### src/sv/pdod_pkg.sv
package pdod_pkg;

    typedef enum logic [3:0] {
        FN_DELTA    = 4'd0,
        FN_DIFF222  = 4'd1,
        FN_L232BIAS = 4'd2,
        FN_L232     = 4'd3,
        FN_L454     = 4'd4,
        FN_L464     = 4'd5,
        FN_L676     = 4'd6,
        FN_L686     = 4'd7,
        FN_L787     = 4'd8,
        FN_DELTAA   = 4'd9,
        FN_ALPHA    = 4'd10,
        FN_L3433    = 4'd11,
        FN_L4645    = 4'd12,
        FN_L5654    = 4'd13,
        FN_L7777    = 4'd14
    } t_func;

    localparam logic [3:0] FN_NONE = 4'd15;

    typedef struct packed {
        logic [3:0] func;
        logic [7:0] byte0;
        logic [7:0] byte1;
        logic [7:0] byte2;
        logic [7:0] byte3;
        logic [7:0] prev_r;
        logic [7:0] prev_g;
        logic [7:0] prev_b;
        logic [7:0] prev_a;
        logic [7:0] ref_r;
        logic [7:0] ref_g;
        logic [7:0] ref_b;
    } t_op;

    typedef struct packed {
        logic [7:0] out_r;
        logic [7:0] out_g;
        logic [7:0] out_b;
        logic [7:0] out_a;
    } t_pix;

    typedef struct packed {
        logic [7:0] r;
        logic [7:0] g;
        logic [7:0] b;
    } t_rgb;

    localparam logic [4:0] TERN_LIMIT  = 5'd27;
    localparam logic [7:0] DELTA_ABASE = 8'd29;
    localparam logic [7:0] DELTAA_PBASE = 8'd27;
    localparam logic [7:0] DELTAA_NBASE = 8'd32;
    localparam logic [7:0] DIFF_BIAS   = 8'd2;

    // split a ternary code 0..26 into three digits and apply them around -1
    function automatic t_rgb tern(input t_rgb ref_pix, input logic [4:0] code);
        logic [1:0] d0;
        logic [1:0] d1;
        logic [1:0] d2;
        logic [4:0] rem;
        t_rgb       res;
        d2  = (code >= 5'd18) ? 2'd2 : ((code >= 5'd9) ? 2'd1 : 2'd0);
        rem = code - 5'd9 * {3'd0, d2};
        d1  = (rem >= 5'd6) ? 2'd2 : ((rem >= 5'd3) ? 2'd1 : 2'd0);
        d0  = 2'(rem - 5'd3 * {3'd0, d1});
        res.r = ref_pix.r + {6'd0, d0} - 8'd1;
        res.g = ref_pix.g + {6'd0, d1} - 8'd1;
        res.b = ref_pix.b + {6'd0, d2} - 8'd1;
        return res;
    endfunction

    function automatic t_rgb luma(input t_rgb ref_pix, input logic [7:0] g,
                                  input logic [7:0] gbias, input logic [7:0] fr,
                                  input logic [7:0] fb, input logic [7:0] cbias);
        logic [7:0] vg;
        t_rgb       res;
        vg    = g - gbias;
        res.r = ref_pix.r + vg - cbias + fr;
        res.g = ref_pix.g + vg;
        res.b = ref_pix.b + vg - cbias + fb;
        return res;
    endfunction

endpackage

### src/sv/pdod_op_if.sv
interface pdod_op_if;
    logic           valid;
    logic           ready;
    pdod_pkg::t_op  data;

    modport source (output valid, output data, input ready);
    modport sink   (input valid, input data, output ready);
endinterface

### src/sv/pdod_pix_if.sv
interface pdod_pix_if;
    logic           valid;
    logic           ready;
    pdod_pkg::t_pix data;

    modport source (output valid, output data, input ready);
    modport sink   (input valid, input data, output ready);
endinterface

### src/sv/pixel_delta_op_decoder_top.sv
// Pixel delta op decoder.
// i_op carries one op per transfer: the op kind, up to four op bytes, the
// previous pixel's RGBA and the reference pixel's RGB. o_pix returns one
// decoded RGBA pixel per op, in order, all channel arithmetic modulo 256.
// Both channels use valid/ready; a transfer happens when both are high.
// An op taken on i_op goes to the input register, then through the decode
// logic to the result register, which drives o_pix. Throughput: one op per
// cycle while o_pix takes pixels, set by the single decode stage.
// The input register and the result register each hold one item, so a new op
// is taken while a finished pixel waits. When o_pix stalls, the result
// register holds and the input register fills; with both full, i_op.ready
// drops until o_pix takes a pixel. An unused op kind passes the previous
// pixel through. Reset (i_rst_n low at a clock edge) empties both stages;
// items in flight are dropped.
module pixel_delta_op_decoder_top (
    input  logic              i_clk,
    input  logic              i_rst_n,
    pdod_op_if.sink           i_op,
    pdod_pix_if.source        o_pix
);

    logic           r_in_vld;
    pdod_pkg::t_op  r_in;
    logic           r_out_vld;
    pdod_pkg::t_pix r_out;
    logic           out_rdy;
    pdod_pkg::t_pix n_out;
    pdod_pkg::t_rgb ref_pix;
    pdod_pkg::t_rgb lu;
    pdod_pkg::t_rgb tn;
    logic [4:0]     x5;

    assign out_rdy    = !r_out_vld || o_pix.ready;
    assign i_op.ready = !r_in_vld || out_rdy;
    assign o_pix.valid = r_out_vld;
    assign o_pix.data  = r_out;

    always_ff @(posedge i_clk) begin
        if (!i_rst_n) begin
            r_in_vld  <= 1'b0;
            r_out_vld <= 1'b0;
        end else begin
            if (i_op.ready) begin
                r_in_vld <= i_op.valid;
            end
            if (out_rdy) begin
                r_out_vld <= r_in_vld;
            end
        end
    end

    always_ff @(posedge i_clk) begin
        if (i_op.ready && i_op.valid) begin
            r_in <= i_op.data;
        end
        if (out_rdy && r_in_vld) begin
            r_out <= n_out;
        end
    end

    assign ref_pix = '{r: r_in.ref_r, g: r_in.ref_g, b: r_in.ref_b};
    assign x5      = r_in.byte0[4:0];
    assign tn      = pdod_pkg::tern(ref_pix, x5);

    always_comb begin
        n_out.out_r = r_in.prev_r;
        n_out.out_g = r_in.prev_g;
        n_out.out_b = r_in.prev_b;
        n_out.out_a = r_in.prev_a;
        lu          = ref_pix;
        case (pdod_pkg::t_func'(r_in.func))
            pdod_pkg::FN_DELTA: begin
                if (x5 < pdod_pkg::TERN_LIMIT) begin
                    lu = tn;
                end else begin
                    n_out.out_a = r_in.prev_a + {3'd0, x5} - pdod_pkg::DELTA_ABASE;
                end
            end
            pdod_pkg::FN_DIFF222: begin
                lu.r = r_in.ref_r + {6'd0, r_in.byte0[5:4]} - pdod_pkg::DIFF_BIAS;
                lu.g = r_in.ref_g + {6'd0, r_in.byte0[3:2]} - pdod_pkg::DIFF_BIAS;
                lu.b = r_in.ref_b + {6'd0, r_in.byte0[1:0]} - pdod_pkg::DIFF_BIAS;
            end
            pdod_pkg::FN_L232BIAS: begin
                lu = pdod_pkg::luma(ref_pix, {5'd0, r_in.byte0[6:4]}, 8'd4,
                                    {6'd0, r_in.byte0[3:2]}, {6'd0, r_in.byte0[1:0]},
                                    r_in.byte0[6] ? 8'd2 : 8'd1);
            end
            pdod_pkg::FN_L232: begin
                lu = pdod_pkg::luma(ref_pix, {5'd0, r_in.byte0[6:4]}, 8'd4,
                                    {6'd0, r_in.byte0[3:2]}, {6'd0, r_in.byte0[1:0]},
                                    8'd2);
            end
            pdod_pkg::FN_L454: begin
                lu = pdod_pkg::luma(ref_pix, {3'd0, r_in.byte0[4:0]}, 8'd16,
                                    {4'd0, r_in.byte1[7:4]}, {4'd0, r_in.byte1[3:0]},
                                    8'd8);
            end
            pdod_pkg::FN_L464: begin
                lu = pdod_pkg::luma(ref_pix, {2'd0, r_in.byte0[5:0]}, 8'd32,
                                    {4'd0, r_in.byte1[7:4]}, {4'd0, r_in.byte1[3:0]},
                                    8'd8);
            end
            pdod_pkg::FN_L676: begin
                lu = pdod_pkg::luma(ref_pix, {1'b0, r_in.byte0[2:0], r_in.byte1[7:4]},
                                    8'd64, {2'd0, r_in.byte2[5:0]},
                                    {2'd0, r_in.byte1[3:0], r_in.byte2[7:6]}, 8'd32);
            end
            pdod_pkg::FN_L686: begin
                lu = pdod_pkg::luma(ref_pix, r_in.byte2, 8'd128,
                                    {2'd0, r_in.byte0[3:0], r_in.byte1[7:6]},
                                    {2'd0, r_in.byte1[5:0]}, 8'd32);
            end
            pdod_pkg::FN_L787: begin
                lu = pdod_pkg::luma(ref_pix, r_in.byte1, 8'd128,
                                    {1'b0, r_in.byte0[5:0], r_in.byte2[7]},
                                    {1'b0, r_in.byte2[6:0]}, 8'd64);
            end
            pdod_pkg::FN_DELTAA: begin
                if (x5 >= pdod_pkg::TERN_LIMIT) begin
                    n_out.out_a = r_in.prev_a + {3'd0, x5}
                                  - (r_in.byte0[5] ? pdod_pkg::DELTAA_PBASE
                                                   : pdod_pkg::DELTAA_NBASE);
                end else begin
                    n_out.out_a = r_in.byte0[5] ? r_in.prev_a + 8'd1 : r_in.prev_a - 8'd1;
                    lu          = tn;
                end
            end
            pdod_pkg::FN_ALPHA: begin
                n_out.out_a = r_in.byte1;
            end
            pdod_pkg::FN_L3433: begin
                lu = pdod_pkg::luma(ref_pix, {4'd0, r_in.byte1[3:0]}, 8'd8,
                                    {5'd0, r_in.byte0[4:2]},
                                    {5'd0, r_in.byte0[1:0], r_in.byte1[7]}, 8'd4);
                n_out.out_a = r_in.prev_a + {5'd0, r_in.byte1[6:4]} - 8'd4;
            end
            pdod_pkg::FN_L4645: begin
                lu = pdod_pkg::luma(ref_pix, {2'd0, r_in.byte0[2:0], r_in.byte1[7:5]},
                                    8'd32, {4'd0, r_in.byte2[7:4]},
                                    {4'd0, r_in.byte2[3:0]}, 8'd8);
                n_out.out_a = r_in.prev_a + {3'd0, r_in.byte1[4:0]} - 8'd16;
            end
            pdod_pkg::FN_L5654: begin
                lu = pdod_pkg::luma(ref_pix, {2'd0, r_in.byte2[5:0]}, 8'd32,
                                    {3'd0, r_in.byte1[7:3]},
                                    {3'd0, r_in.byte1[2:0], r_in.byte2[7:6]}, 8'd16);
                n_out.out_a = r_in.prev_a + {4'd0, r_in.byte0[3:0]} - 8'd8;
            end
            pdod_pkg::FN_L7777: begin
                lu = pdod_pkg::luma(ref_pix, {1'b0, r_in.byte1[4:0], r_in.byte2[7:6]},
                                    8'd64, {1'b0, r_in.byte0[3:0], r_in.byte1[7:5]},
                                    {1'b0, r_in.byte2[5:0], r_in.byte3[7]}, 8'd64);
                n_out.out_a = r_in.prev_a + {1'b0, r_in.byte3[6:0]} - 8'd64;
            end
            default: begin
                lu = ref_pix;
            end
        endcase
        if ((pdod_pkg::t_func'(r_in.func) == pdod_pkg::FN_ALPHA)
            || (r_in.func == pdod_pkg::FN_NONE)
            || ((pdod_pkg::t_func'(r_in.func) == pdod_pkg::FN_DELTA)
                && (x5 >= pdod_pkg::TERN_LIMIT))
            || ((pdod_pkg::t_func'(r_in.func) == pdod_pkg::FN_DELTAA)
                && (x5 >= pdod_pkg::TERN_LIMIT))) begin
            n_out.out_r = r_in.prev_r;
            n_out.out_g = r_in.prev_g;
            n_out.out_b = r_in.prev_b;
        end else begin
            n_out.out_r = lu.r;
            n_out.out_g = lu.g;
            n_out.out_b = lu.b;
        end
    end

    a_reset_empty: assert property (@(posedge i_clk) !i_rst_n |=> !o_pix.valid)
        else $error("result valid after reset");

    a_advance: assert property (@(posedge i_clk) disable iff (!i_rst_n)
        r_in_vld && out_rdy |=> o_pix.valid && (o_pix.data == $past(n_out)))
        else $error("decoded pixel not advanced to result register");

    a_full_stall: assert property (@(posedge i_clk) disable iff (!i_rst_n)
        r_in_vld && r_out_vld && !o_pix.ready |-> !i_op.ready)
        else $error("op taken while both stages full");

    a_alpha_op: assert property (@(posedge i_clk) disable iff (!i_rst_n)
        r_in_vld && out_rdy && (pdod_pkg::t_func'(r_in.func) == pdod_pkg::FN_ALPHA)
        |=> (o_pix.data.out_a == $past(r_in.byte1))
            && (o_pix.data.out_r == $past(r_in.prev_r)))
        else $error("alpha op result wrong");

    a_hold_stall: assert property (@(posedge i_clk) disable iff (!i_rst_n)
        r_out_vld && !o_pix.ready |=> r_in_vld || !$past(r_in_vld))
        else $error("pending op lost under stall");

endmodule
### src/flat_wrapper.sv
// flat-port wrapper written by rule: the top's interface ports become plain ports
module pixel_delta_op_decoder_top_flat 
  (i_clk, i_rst_n, i_op_valid, i_op_data, i_op_ready, o_pix_valid, o_pix_data, o_pix_ready);
  pdod_op_if i_op_i ();
  pdod_pix_if o_pix_i ();
  input  logic i_clk;
  input  logic i_rst_n;
  input wire logic [$bits(i_op_i.valid)-1:0] i_op_valid;
  input wire logic [$bits(i_op_i.data)-1:0] i_op_data;
  output wire logic [$bits(i_op_i.ready)-1:0] i_op_ready;
  output wire logic [$bits(o_pix_i.valid)-1:0] o_pix_valid;
  output wire logic [$bits(o_pix_i.data)-1:0] o_pix_data;
  input wire logic [$bits(o_pix_i.ready)-1:0] o_pix_ready;
  assign i_op_i.valid = i_op_valid;
  assign i_op_i.data = i_op_data;
  assign i_op_ready = i_op_i.ready;
  assign o_pix_valid = o_pix_i.valid;
  assign o_pix_data = o_pix_i.data;
  assign o_pix_i.ready = o_pix_ready;
  pixel_delta_op_decoder_top u_core (.i_clk(i_clk), .i_rst_n(i_rst_n), .i_op(i_op_i), .o_pix(o_pix_i));
endmodule
### config.mk
export PLATFORM = sky130hd
export DESIGN_NAME = pixel_delta_op_decoder_top_flat
export DESIGN_NICKNAME = d
export VERILOG_FILES = /design/src/sv/pdod_pkg.sv /design/src/sv/pdod_op_if.sv /design/src/sv/pdod_pix_if.sv /design/src/sv/pixel_delta_op_decoder_top.sv /design/src/flat_wrapper.sv
export SDC_FILE = /design/constraint.sdc
export NUM_CORES = 1
export LEC_CHECK = 0
export BUFFER_PORTS_ARGS = -buffer_cell sky130_fd_sc_hd__buf_2
export CELL_PAD_IN_SITES_DETAIL_PLACEMENT = 1
export CELL_PAD_IN_SITES_GLOBAL_PLACEMENT = 2
export CORE_MARGIN = 5
export CORE_UTILIZATION = 37
export DETAILED_ROUTE_END_ITERATION = 8
export PLACE_DENSITY_LB_ADDON = 0.1
export REMOVE_ABC_BUFFERS = 1
export SETUP_SLACK_MARGIN = 0.1
export SLEW_MARGIN = 20
export SYNTH_ARGS = -nofsm -noshare
export SYNTH_HDL_FRONTEND = slang
export SYNTH_SLANG_ARGS = --single-unit
### constraint.sdc
create_clock -name i_clk -period 5.65 [get_ports i_clk]
set_input_delay 1.13 -clock i_clk [delete_from_list [all_inputs] [get_ports i_clk]]
set_output_delay 1.13 -clock i_clk [all_outputs]
set_load 0.005 [all_outputs]
; Yosys cells after proc, flatten, opt, wreduce, memory -nomap -nowiden
; Index checks and enable logic that the tools add are counted.
[totals]
in_bits = 96
mem_count = 0
reg_bits = 125
out_inout_bits = 34
latch_bits = 0
word_cells = 178
mem_bits_rw = 0
romBits = 0
[op_classes]
reduce_logical = 12
div_mod_pow = 0
magnitude_cmp = 6
eq_ne = 15
bitwise_logic = 0
add_sub_neg = 111
shifts = 0
mux = 14
n_mul = 2
[op_table]
columns = cell, n
row1 = $pmux 24 s14, 1
row2 = $add 8x8->8, 30
row3 = $add 8x2->8, 10
row4 = $mux 24, 3
row5 = $add 8x4->8, 7
row6 = $pmux 8 s7, 1
row7 = $sub 8x4->8 const B, 7
row8 = $add 8x7->8, 5
row9 = $sub 8x2->8 const B, 5
row10 = $sub 8x7->8 const B, 5
row11 = $add 8x5->8, 4
row12 = $add 8x6->8, 4
row13 = $eq 4x4->1 const B, 8
row14 = $sub 8x1->8 const B, 4
row15 = $sub 8x5->8 const B, 4
row16 = $sub 8x6->8 const B, 4
row17 = $add 8x3->8, 3
row18 = $mux 8, 3
row19 = $sub 8x3->8 const B, 3
row20 = $sub 8x8->8, 3
row21 = $sub 6x6->7 const B, 3
row22 = $eq 4x3->1 const B, 4
row23 = $sub 7x7->8 const B, 2
row24 = $sub 8x8->8 const B, 2
row25 = other kinds (22), 35

; Logic depth before layout (Yosys ltp)
; Gate-level depths: netlist of the first run.
[depth]
ltp_word = 15
depth_mapped = 31

; Worst setup path before layout of the first run
; Ideal clock, no wire load.
[synth_path]
kind = register to register
from = register u_core.r_in[82] (netlist bit)
to = register u_core.r_out, in the netlist u_core.o_pix.data[30] (data pin)
synth_period_minus_slack_ns = 5.255
required_ns = 5.389
path_stages_with_launch = 30
t_arrival_ns = 4.994
slack_ns = 0.395
n_path_buf = 1
path_cell_list = edfxtp_1 > buf_2 > nor3_1 > nand2_1 > and2_1 > inv_1 > ha_1 > ha_1 > o21ai_0 > nand2_1 > or2_2 > o21ai_0 > o21ai_0 > a21oi_1 > nand2_1 > inv_1 > ha_1 > xor2_1 > xnor2_1 > ha_1 > inv_1 > ha_1 > a21o_1 > a21oi_1 > nor2b_1 > nor2_1 > nor3_1 > a221oi_1 > o22ai_1 > o32a_1
[synth_rtl]
columns = element, line
row1 = "start, declared", pixel_delta_op_decoder_top.sv:23  ; pdod_pkg::t_op r_in;
row2 = "start signal, assigned", pixel_delta_op_decoder_top.sv:54  ; r_in <= i_op.data;
row3 = "end signal, assigned", pixel_delta_op_decoder_top.sv:57  ; r_out <= n_out;
row4 = "end, declared", pixel_delta_op_decoder_top.sv:25  ; pdod_pkg::t_pix r_out;

==> results of run 1 <==
==> worst paths after layout <==
check,to,cells past startpoint
hold / removal,u_core.o_pix.valid$_SDFFE_PN0P_,1
hold reg to reg,u_core.o_pix.valid$_SDFFE_PN0P_,1
setup reg to reg,u_core.o_pix.data[29]$_DFFE_PP_,28
setup / recovery,u_core.o_pix.data[29]$_DFFE_PP_,28
==> power groups by stage <==
stage | clock (mW) | sequential, mW | combinational (mW)
after floorplan | 0 | 1.22 | 1.93
after global placement | 0 | 1.22 | 2.75
after detailed placement | 0 | 1.22 | 2.81
after CTS | 1.22 | 1.20 | 2.85
after global routing | 1.26 | 1.21 | 3.18
final | 1.18 | 1.20 | 2.86
==> kinds of logic (layout without fill, tap and decap cells) <==
| logic type | after synthesis | in the layout | synth area share (%) |
|---|---|---|---|
| adder cells (fa/ha/maj) | 479 | 479 | 36.1 |
| AO/OA/AOI/OAI | 551 | 551 | 19.0 |
| multiplexers | 4 | 4 | 0.216 |
| buffers and inverters | 325 | 490 | 6.77 |
| XOR/XNOR | 215 | 215 | 9.97 |
| flip-flops | 125 | 125 | 19.5 |
| AND/OR/NAND/NOR | 328 | 328 | 8.47 |
==> cells in the mapped netlist (3+ instances only) <==
cell,number
a2111oi_0,7
nand2b_1,16
or3_1,4
nor4_1,10
xnor2_1,127
a31oi_1,21
a22oi_1,37
a22o_1,7
mux2i_1,3
a32o_1,3
o22ai_1,42
o221ai_1,9
inv_1,264
o211ai_1,9
o21a_1,12
or2_2,4
o32ai_1,3
nor3b_1,6
nand4_1,7
and2_1,6
nor3_1,17
a221oi_1,23
a222oi_1,9
edfxtp_1,123
buf_1,4
a21o_1,71
a21oi_1,157
fa_1,120
o21bai_1,18
xnor2_2,3
clkbuf_1,24
nor2_1,93
o32a_1,3
nor2b_1,29
buf_4,9
ha_1,359
and3_1,5
a221o_1,3
a211oi_1,19
nand2_1,84
buf_2,20
xor2_1,85
nand3_1,29
o21ai_0,73
==> registers in the layout, summed over array words and instances, names as in the netlist <==
name	count
u_core.r_in	91
u_core.o_pix.data	32
u_core.o_pix.valid	1
u_core.r_in_vld	1
==> stage by stage <==
| stage | utilization (%) | cells | instance area [um^2] |
|---|---|---|---|
| 2_1_floorplan | - | 1967 | 18800 |
| 3_3_place_gp | 40.5 | 2834 | 20800 |
| 3_5_place_dp | 40.5 | 2834 | 20800 |
| 4_1_cts | 41.7 | 2865 | 21400 |
| 5_1_grt | 41.9 | 2872 | 21500 |
| 6_report | 41.9 | 2872 | 21500 |
==> routing by layer <==
metal / track usage (%) / up-vias
li1: - / 7552
met1: 33.2 / 8040
met2: 43.7 / 399
met3: 5.07 / 120
met4: 9.81 / 0
met5: 0 / -
==> layout make-up <==
cell class | instances | area [um^2] | area share [%]
multi-input combinational | 1577 | 14200 | 66.0
timing repair buffer | 194 | 1140 | 5.29
sequential | 125 | 3730 | 17.4
clock buffer | 18 | 429 | 2.00
tap | 680 | 851 | 3.96
inverter | 265 | 995 | 4.63
clock inverter | 13 | 166 | 0.775
==> repair_timing <==
| item | CTS | global route |
|---|---|---|
| pin swaps | 0 | 12 |
| buffers inserted | 0 | 7 |
| resized for setup | 3 | 15 |
| cloned | 0 | 0 |
| setup endpoints to repair | 3 | 5 |
==> impl_metrics.toml, run 1 <==
[status]
status = "complete, no violations"

[layout]
final_cell_mix = "ha_1, inv_1, a21oi_1"
drive_above_1_share_pct = 12.0
nNetsFinal = 2755
syn_to_final_growth_pct = 12.4
fillerInstances = 5996
layout.cells.most_common = "ha_1"
n_antenna_cell = 0

[place]
dp_hpwl_um = 59400
io_buffers = 128
dp_slack_ps = -68.5
place.gp.congestion = 0.894

[die]
row_count = 83
start_util_pct = 37.3
fp.coreArea_um2 = 51300
dieWidth_um = 237
io_pins = 130
dieArea_um2 = 56300
die-height_um = 237

[setup_path]
crit_path_top_delay_cell = "edfxtp_1"
cp_common_cell = "inv_1"
start_kind = "register"
cp.arrival_ps = 5480
worst_path_dominant_cell_family = "adder cells"
end_kind = "register"
path_class = "reg -> reg"
worstPathRequired_ps = 5880
critPathBufInv = 4
slowest_delay_ps = 450
critPathMaxFanout = 4
timing.rr.start = "u_core.r_in[81]$_DFFE_PP_"
reg2reg_slack_ps = 390
cp-startpoint = "u_core.r_in[81]$_DFFE_PP_"

[sta]
grt_setup_unrepaired = "no"
timing.setup.tns_ps = 0
relSlewSlack_pct = 26.9
max_freq_ghz = 0.190
tightest_slew_ps = 1100
setup_violations = 0
slew_viol_final = 0
hold_violations = 0
whs_ps = 547
setup_slack_ps = 395
fin_crit_sh_pct = 93.0
clock_skew_ps = 15.0
min_period_ps = 5260

[route]
dr.pass1.iters = 7
routed_wl_um = 73700
drc = 0
vias = 16111
wl_met1_um = 32200
ant_nets = 0
wl_met3_um = 3620
via_per_inst = 5.61
routed.top_layer = "met4"
routedWlPerCell_um = 25.7
first_iter_violations = 982
route.met2.wl_um = 35000

[synthesis]
async_reset_ff_share_pct = 0
synth_area_per_cell_um2 = 9.43
netlist.area_leader.share_pct = 23.5
synthCells = 2027
synthFlopType = "edfxtp_1"
ys_seq_elements = 125
yosys.area.top_type = "ha_1"
synth_edf_count = 123
syn_area_um2 = 19100
synth.distinct_cells = 79
synth_seq_area_share_pct = 19.5
synth_area_leaders = "ha_1, edfxtp_1, fa_1"
synth_warnings = 0

[clocking]
cts_tree = "done"
htree_levels = 4
cts_buffers = 17
clk_latency_ps = 490
cts-hold-fix-buffers = 0
root_buffer = "clkbuf_16"
clk_pin_slew_ps = 70
cts_buffer_depth = 2
cts_sinks = 125

[hold_path]
hp-start = "u_core.r_in_vld$_SDFFE_PN0N_"
hold_class = "reg -> reg"

[power]
pwr-share-comb_pct = 54.5
finalPower_mw = 5.24
peakVddDrop_v = 0.000246
p_seq_share_pct = 22.9
p_leak_nw = 9.88
intPower_mw = 3.01
switchingPower_mw = 2.23
clockPowerShare_pct = 22.5
swShare_pct = 42.5
power_density_nw_per_um2 = 244

[grt]
grt_max_degree = 55
gr-total-overflow = 0
grt_pass1_wl_um = 109000
grt_usage_pct = 26.0
antenna_found_initial = 0
grt_pass1_vias = 17324

[run]
max_cap_violations = 0
Note: power is estimated with default switching activity, not from simulation.
==> run 2: changes to the inputs <==
Settings changed: ABC_CLOCK_PERIOD_IN_PS set to 5650, CAP_MARGIN set to 20, CTS_BUF_LIST set to sky130_fd_sc_hd__clkbuf_4 sky130_fd_sc_hd__clkbuf_8.
==> run 2 against run 1 <==
Against the previous run:
- total power shrank 5.3%
- core utilization shrank 0.32 points
- via count grew 0.68%
- hold slack gained 7.5 ps
- register-to-register slack lost 60 ps
- flip-flop and latch count is the same
- clock-buffer cell count is the same
- combinational power is essentially flat
- maximum frequency shrank 1.2%
- final cell count is essentially flat
- sequential share of layout area grew 0.14 points
==> impl_metrics.toml, run 2 (synthesis results as in run 1) <==
[route]
dr.pass1.iters = 8
routed_wl_um = 73800
drc = 0
first_iter_violations = 975
ant_nets = 0
routedWlPerCell_um = 25.7
via_per_inst = 5.65
vias = 16220

[setup_path]
reg2reg_depth = 28
cp_common_cell = "inv_1"
crit_path_top_delay_cell = "edfxtp_1"
r2r_end = "u_core.o_pix.data[29]$_DFFE_PP_"
worstPathRequired_ps = 5970
start_kind = "register"
path_class = "reg -> reg"
cp.arrival_ps = 5630
critPathMaxFanout = 4
slowest_delay_ps = 450
end_kind = "register"
reg2reg_slack_ps = 330
timing.rr.start = "u_core.r_in[81]$_DFFE_PP_"

[clocking]
cts_buffer_depth = 2
cts_tree = "done"
clk_latency_ps = 570
cts_buffers = 17
clk_pin_slew_ps = 100
root_buffer = "clkbuf_8"
cts_sinks = 125
htree_levels = 4
cts-hold-fix-buffers = 0

[sta]
fin_crit_sh_pct = 94.1
max_freq_ghz = 0.188
clock_skew_ps = 22.4
grt_setup_unrepaired = "no"
setup_violations = 0
hold_violations = 0
slew_viol_final = 0
tightest_slew_ps = 1090
min_period_ps = 5320
relSlewSlack_pct = 27.2

[grt]
antenna_found_initial = 0
grt_max_degree = 55
gr-total-overflow = 0
grt_pass1_vias = 17329
grt_usage_pct = 26.0
grt_pass1_wl_um = 109000

[die]
dieWidth_um = 237
start_util_pct = 37.3
dieArea_um2 = 56300
row_count = 83
fp.coreArea_um2 = 51300
io_pins = 130
die-height_um = 237

[layout]
layout.cells.most_common = "ha_1"
multi_input_area_um2 = 14200
fillerInstances = 6016
top_register = "u_core.r_in"
drive_above_1_share_pct = 12.3
final_cell_mix = "ha_1, inv_1, a21oi_1"
largest_reg_flops = 91
nNetsFinal = 2755
seq_area_um2 = 3730
design_area_um2 = 21300
syn_to_final_growth_pct = 11.5

[hold_path]
holdPathEnd = "u_core.o_pix.valid$_SDFFE_PN0P_"
hp-start = "u_core.r_in_vld$_SDFFE_PN0N_"
min_path_cells = 1
hold_class = "reg -> reg"

[power]
finalPower_mw = 4.97
p_leak_nw = 9.80
power_density_nw_per_um2 = 233
peakVddDrop_v = 0.000166

[place]
place.gp.congestion = 0.894
placed_area_um2 = 20800
io_buffers = 128
dp_hpwl_um = 59400

[run]
max_cap_violations = 0

[status]
status = "complete, no violations"
[run 2: power by group]
part | internal (mW) | switching [mW] | leakage [nW]
combinational | 1.22 | 1.65 | 8.39
sequential | 1.11 | 0.0926 | 1.21
clock | 0.440 | 0.455 | 0.199
[run 2: worst max-delay path by stage]
stage,end,cells after the start,from
detailed placement,u_core.o_pix.data[29]$_DFFE_PP_,28,u_core.r_in[82]$_DFFE_PP_
finish,u_core.o_pix.data[29]$_DFFE_PP_,28,u_core.r_in[81]$_DFFE_PP_
global placement,u_core.o_pix.data[31]$_DFFE_PP_,29,u_core.r_in[82]$_DFFE_PP_
CTS,u_core.o_pix.data[29]$_DFFE_PP_,28,u_core.r_in[82]$_DFFE_PP_
floorplan,u_core.o_pix.data[30]$_DFFE_PP_,28,u_core.r_in[82]$_DFFE_PP_
global route,u_core.o_pix.data[29]$_DFFE_PP_,28,u_core.r_in[81]$_DFFE_PP_
[run 2: layer usage]
layer	up-vias	routed length (um)	global-route usage, %
li1	7555	-	-
met1	8148	32300	33.3
met2	396	35300	44.0
met3	121	3610	4.81
met4	0	2660	9.38
met5	-	0	0
[run 2: metrics by stage]
| stage | setup slack (ps) | hold WS, ps | util (%) | TNS (ps) | cells |
|---|---|---|---|---|---|
| final | 333 | 555 | 41.6 | 0 | 2873 |
| after global routing | 37.1 | 578 | 41.5 | 0 | 2872 |
| after CTS | 122 | 558 | 41.3 | 0 | 2865 |
| after detailed placement | -68.5 | 537 | 40.5 | -135 | 2834 |
| after global placement | 164 | 511 | 40.5 | 0 | 2834 |
| after floorplan | 457 | 477 | - | 0 | 1967 |
[run 2: cell type report]
cell class | count | share of cell area, %
Sequential cell | 125 | 17.5
Clock inverter | 13 | 0.781
Antenna cell | 1 | 0.0117
Multi-Input combinational cell | 1577 | 66.6
Clock buffer | 18 | 1.13
Timing Repair Buffer | 194 | 5.33
Inverter | 265 | 4.67
Tap cell | 680 | 3.99
[run 2: repair_timing]
item	4_1_cts	5_1_grt
setup endpoints to repair	3	5
setup buffers	0	7
pin swaps	0	14
gates resized for setup	3	19
[run 2: critical path: cells and delay by family, from the launching register on]
kind	cells	cell delay, ps
fa+ha+maj	6	1560
compound gates	9	1330
simple gates	6	1060
flops	1	450
xor+xnor	2	360
buf+inv	5	300
==> run 3: changes to the inputs <==
Settings changed: CTS_CLUSTER_DIAMETER set to 80, MAX_ROUTING_LAYER set to met4, SETUP_SLACK_MARGIN 0.1 to unset.
==> run 3 against run 2 <==
Against the previous run:
- non-clock buffer count decreased by 7
- via count decreased by 0.38%
- hold slack got worse by 6.4 ps
- sequential power about the same
- clock-buffer cell count unchanged
- worst setup slack got worse by 3.2 ps
==> impl_metrics.toml, run 3 (synthesis results as in run 1) <==
[status]
status = "complete, no violations"

[layout]
final_core_util_pct = 41.4
top_register = "u_core.r_in"
largest_reg_flops = 91
layout.cells.most_common = "ha_1"
n_antenna_cell = 0
drive_above_1_share_pct = 11.5
nNetsFinal = 2748
syn_to_final_growth_pct = 11.0
final_cell_mix = "ha_1, inv_1, a21oi_1"

[grt]
grt_max_degree = 51
gr-total-overflow = 0
grt_pass1_vias = 17483
grt_usage_pct = 27.0
grt_pass1_wl_um = 111000
grtUsageMet2_pct = 45.4
met3_usage_pct = 3.70
antenna_found_initial = 0
top_usage_layer = "met2"
met1_usage_pct = 34.3

[clocking]
cts-hold-fix-buffers = 0
clk_latency_ps = 570
cts_tree = "done"
cts_buffer_depth = 2
cts_sinks = 125
clk_pin_slew_ps = 90
root_buffer = "clkbuf_8"
cts_buffers = 17
htree_levels = 4

[place]
dp_hpwl_um = 59800
place.gp.congestion = 0.914
dp_slack_ps = -20.9
io_buffers = 128

[die]
start_util_pct = 37.3
row_count = 83
io_pins = 130
die-height_um = 237
fp.coreArea_um2 = 51300
dieWidth_um = 237
dieArea_um2 = 56300

[sta]
setup_violations = 0
slew_viol_final = 0
hold_violations = 0
relSlewSlack_pct = 25.2
tightest_slew_ps = 1120
max_freq_ghz = 0.188
setup_slack_ps = 330
min_period_ps = 5320
clock_skew_ps = 29.4
fin_crit_sh_pct = 94.2

[setup_path]
cp.arrival_ps = 5630
critPathMaxFanout = 4
slowest_delay_ps = 460
critPathBufInv = 5
crit_path_top_delay_cell = "edfxtp_1"
end_kind = "register"
worst_path_dominant_cell_family = "adder cells"
path_class = "reg -> reg"
start_kind = "register"
cp_common_cell = "inv_1"
worstPathRequired_ps = 5960

[power]
power_density_nw_per_um2 = 233
p_seq_share_pct = 24.3
swShare_pct = 44.5
peakVddDrop_v = 0.000164
intPower_mw = 2.75
p_leak_nw = 9.77
clockPowerShare_pct = 18.2
switchingPower_mw = 2.20
pwr-share-comb_pct = 57.5

[route]
routed_wl_um = 73900
via_per_inst = 5.64
vias = 16158
routedWlPerCell_um = 25.8
ant_nets = 0
drc = 0
dr.pass1.iters = 6
first_iter_violations = 1100

[run]
max_cap_violations = 0

[hold_path]
hold_class = "reg -> reg"
[run 3: worst reg2reg max path, delay by kind of cell (launching register included)]
family	cells	cell delay [ps]
flip-flops	1	460
AO/OA/AOI/OAI	8	1110
adder cells (fa/ha/maj)	6	1510
AND/OR/NAND/NOR	6	1150
XOR/XNOR	3	530
buffers and inverters	5	320
[run 3: path summary, 6_finish.rpt]
check                                from                               to  slack, ps  depth (start not counted)
min          u_core.r_in_vld$_SDFFE_PN0N_  u_core.o_pix.valid$_SDFFE_PN0P_        550                          1
max reg2reg     u_core.r_in[81]$_DFFE_PP_  u_core.o_pix.data[31]$_DFFE_PP_        330                         28
max             u_core.r_in[81]$_DFFE_PP_  u_core.o_pix.data[31]$_DFFE_PP_        330                         28
min reg2reg  u_core.r_in_vld$_SDFFE_PN0N_  u_core.o_pix.valid$_SDFFE_PN0P_        550                          1
[run 3: area by class of cell]
type / count / area, um^2
clock buffer: 18 / 241
clock inverter: 14 / 169
sequential: 125 / 3730
fill: 6029 / 30100
inverter: 265 / 995
timing repair buffer: 187 / 1080
tap: 680 / 851
multi-input combinational: 1577 / 14100
[run 3: timing repair]
| action | 4_1_cts | 5_1_grt |
|---|---|---|
| setup endpoints to repair | 2 | 3 |
| pin swaps | 0 | 10 |
| setup buffers | 0 | 2 |
| resized for setup | 1 | 10 |
| hold endpoints to repair | 0 | 0 |
[run 3: power by group through the flow]
stage	clock network, mW	registers [mW]	logic [mW]
final	0.903	1.20	2.85
after global routing	0.969	1.21	3.18
after CTS	0.944	1.21	2.85
after detailed placement	0	1.23	2.82
after global placement	0	1.23	2.75
after floorplan	0	1.22	1.93
[run 3: through the flow]
| step | power (mW) | hold WS [ps] | TNS, ps | std cells | cell area [um^2] |
|---|---|---|---|---|---|
| 2_1_floorplan | 3.15 | 477 | 0 | 1967 | 18800 |
| 3_3_place_gp | 3.98 | 511 | 0 | 2832 | 20800 |
| 3_5_place_dp | 4.04 | 528 | -33.8 | 2832 | 20800 |
| 4_1_cts | 5.00 | 550 | 0 | 2864 | 21200 |
| 5_1_grt | 5.36 | 571 | -38.8 | 2866 | 21200 |
| 6_report | 4.95 | 548 | 0 | 2866 | 21200 |
[run 3: per-layer routing]
layer / up-vias / part of all wire (%)
li1: 7533 / -
met1: 8176 / 45
met2: 353 / 49
met3: 96 / 4.1
met4: 0 / 2.5
met5: - / 0
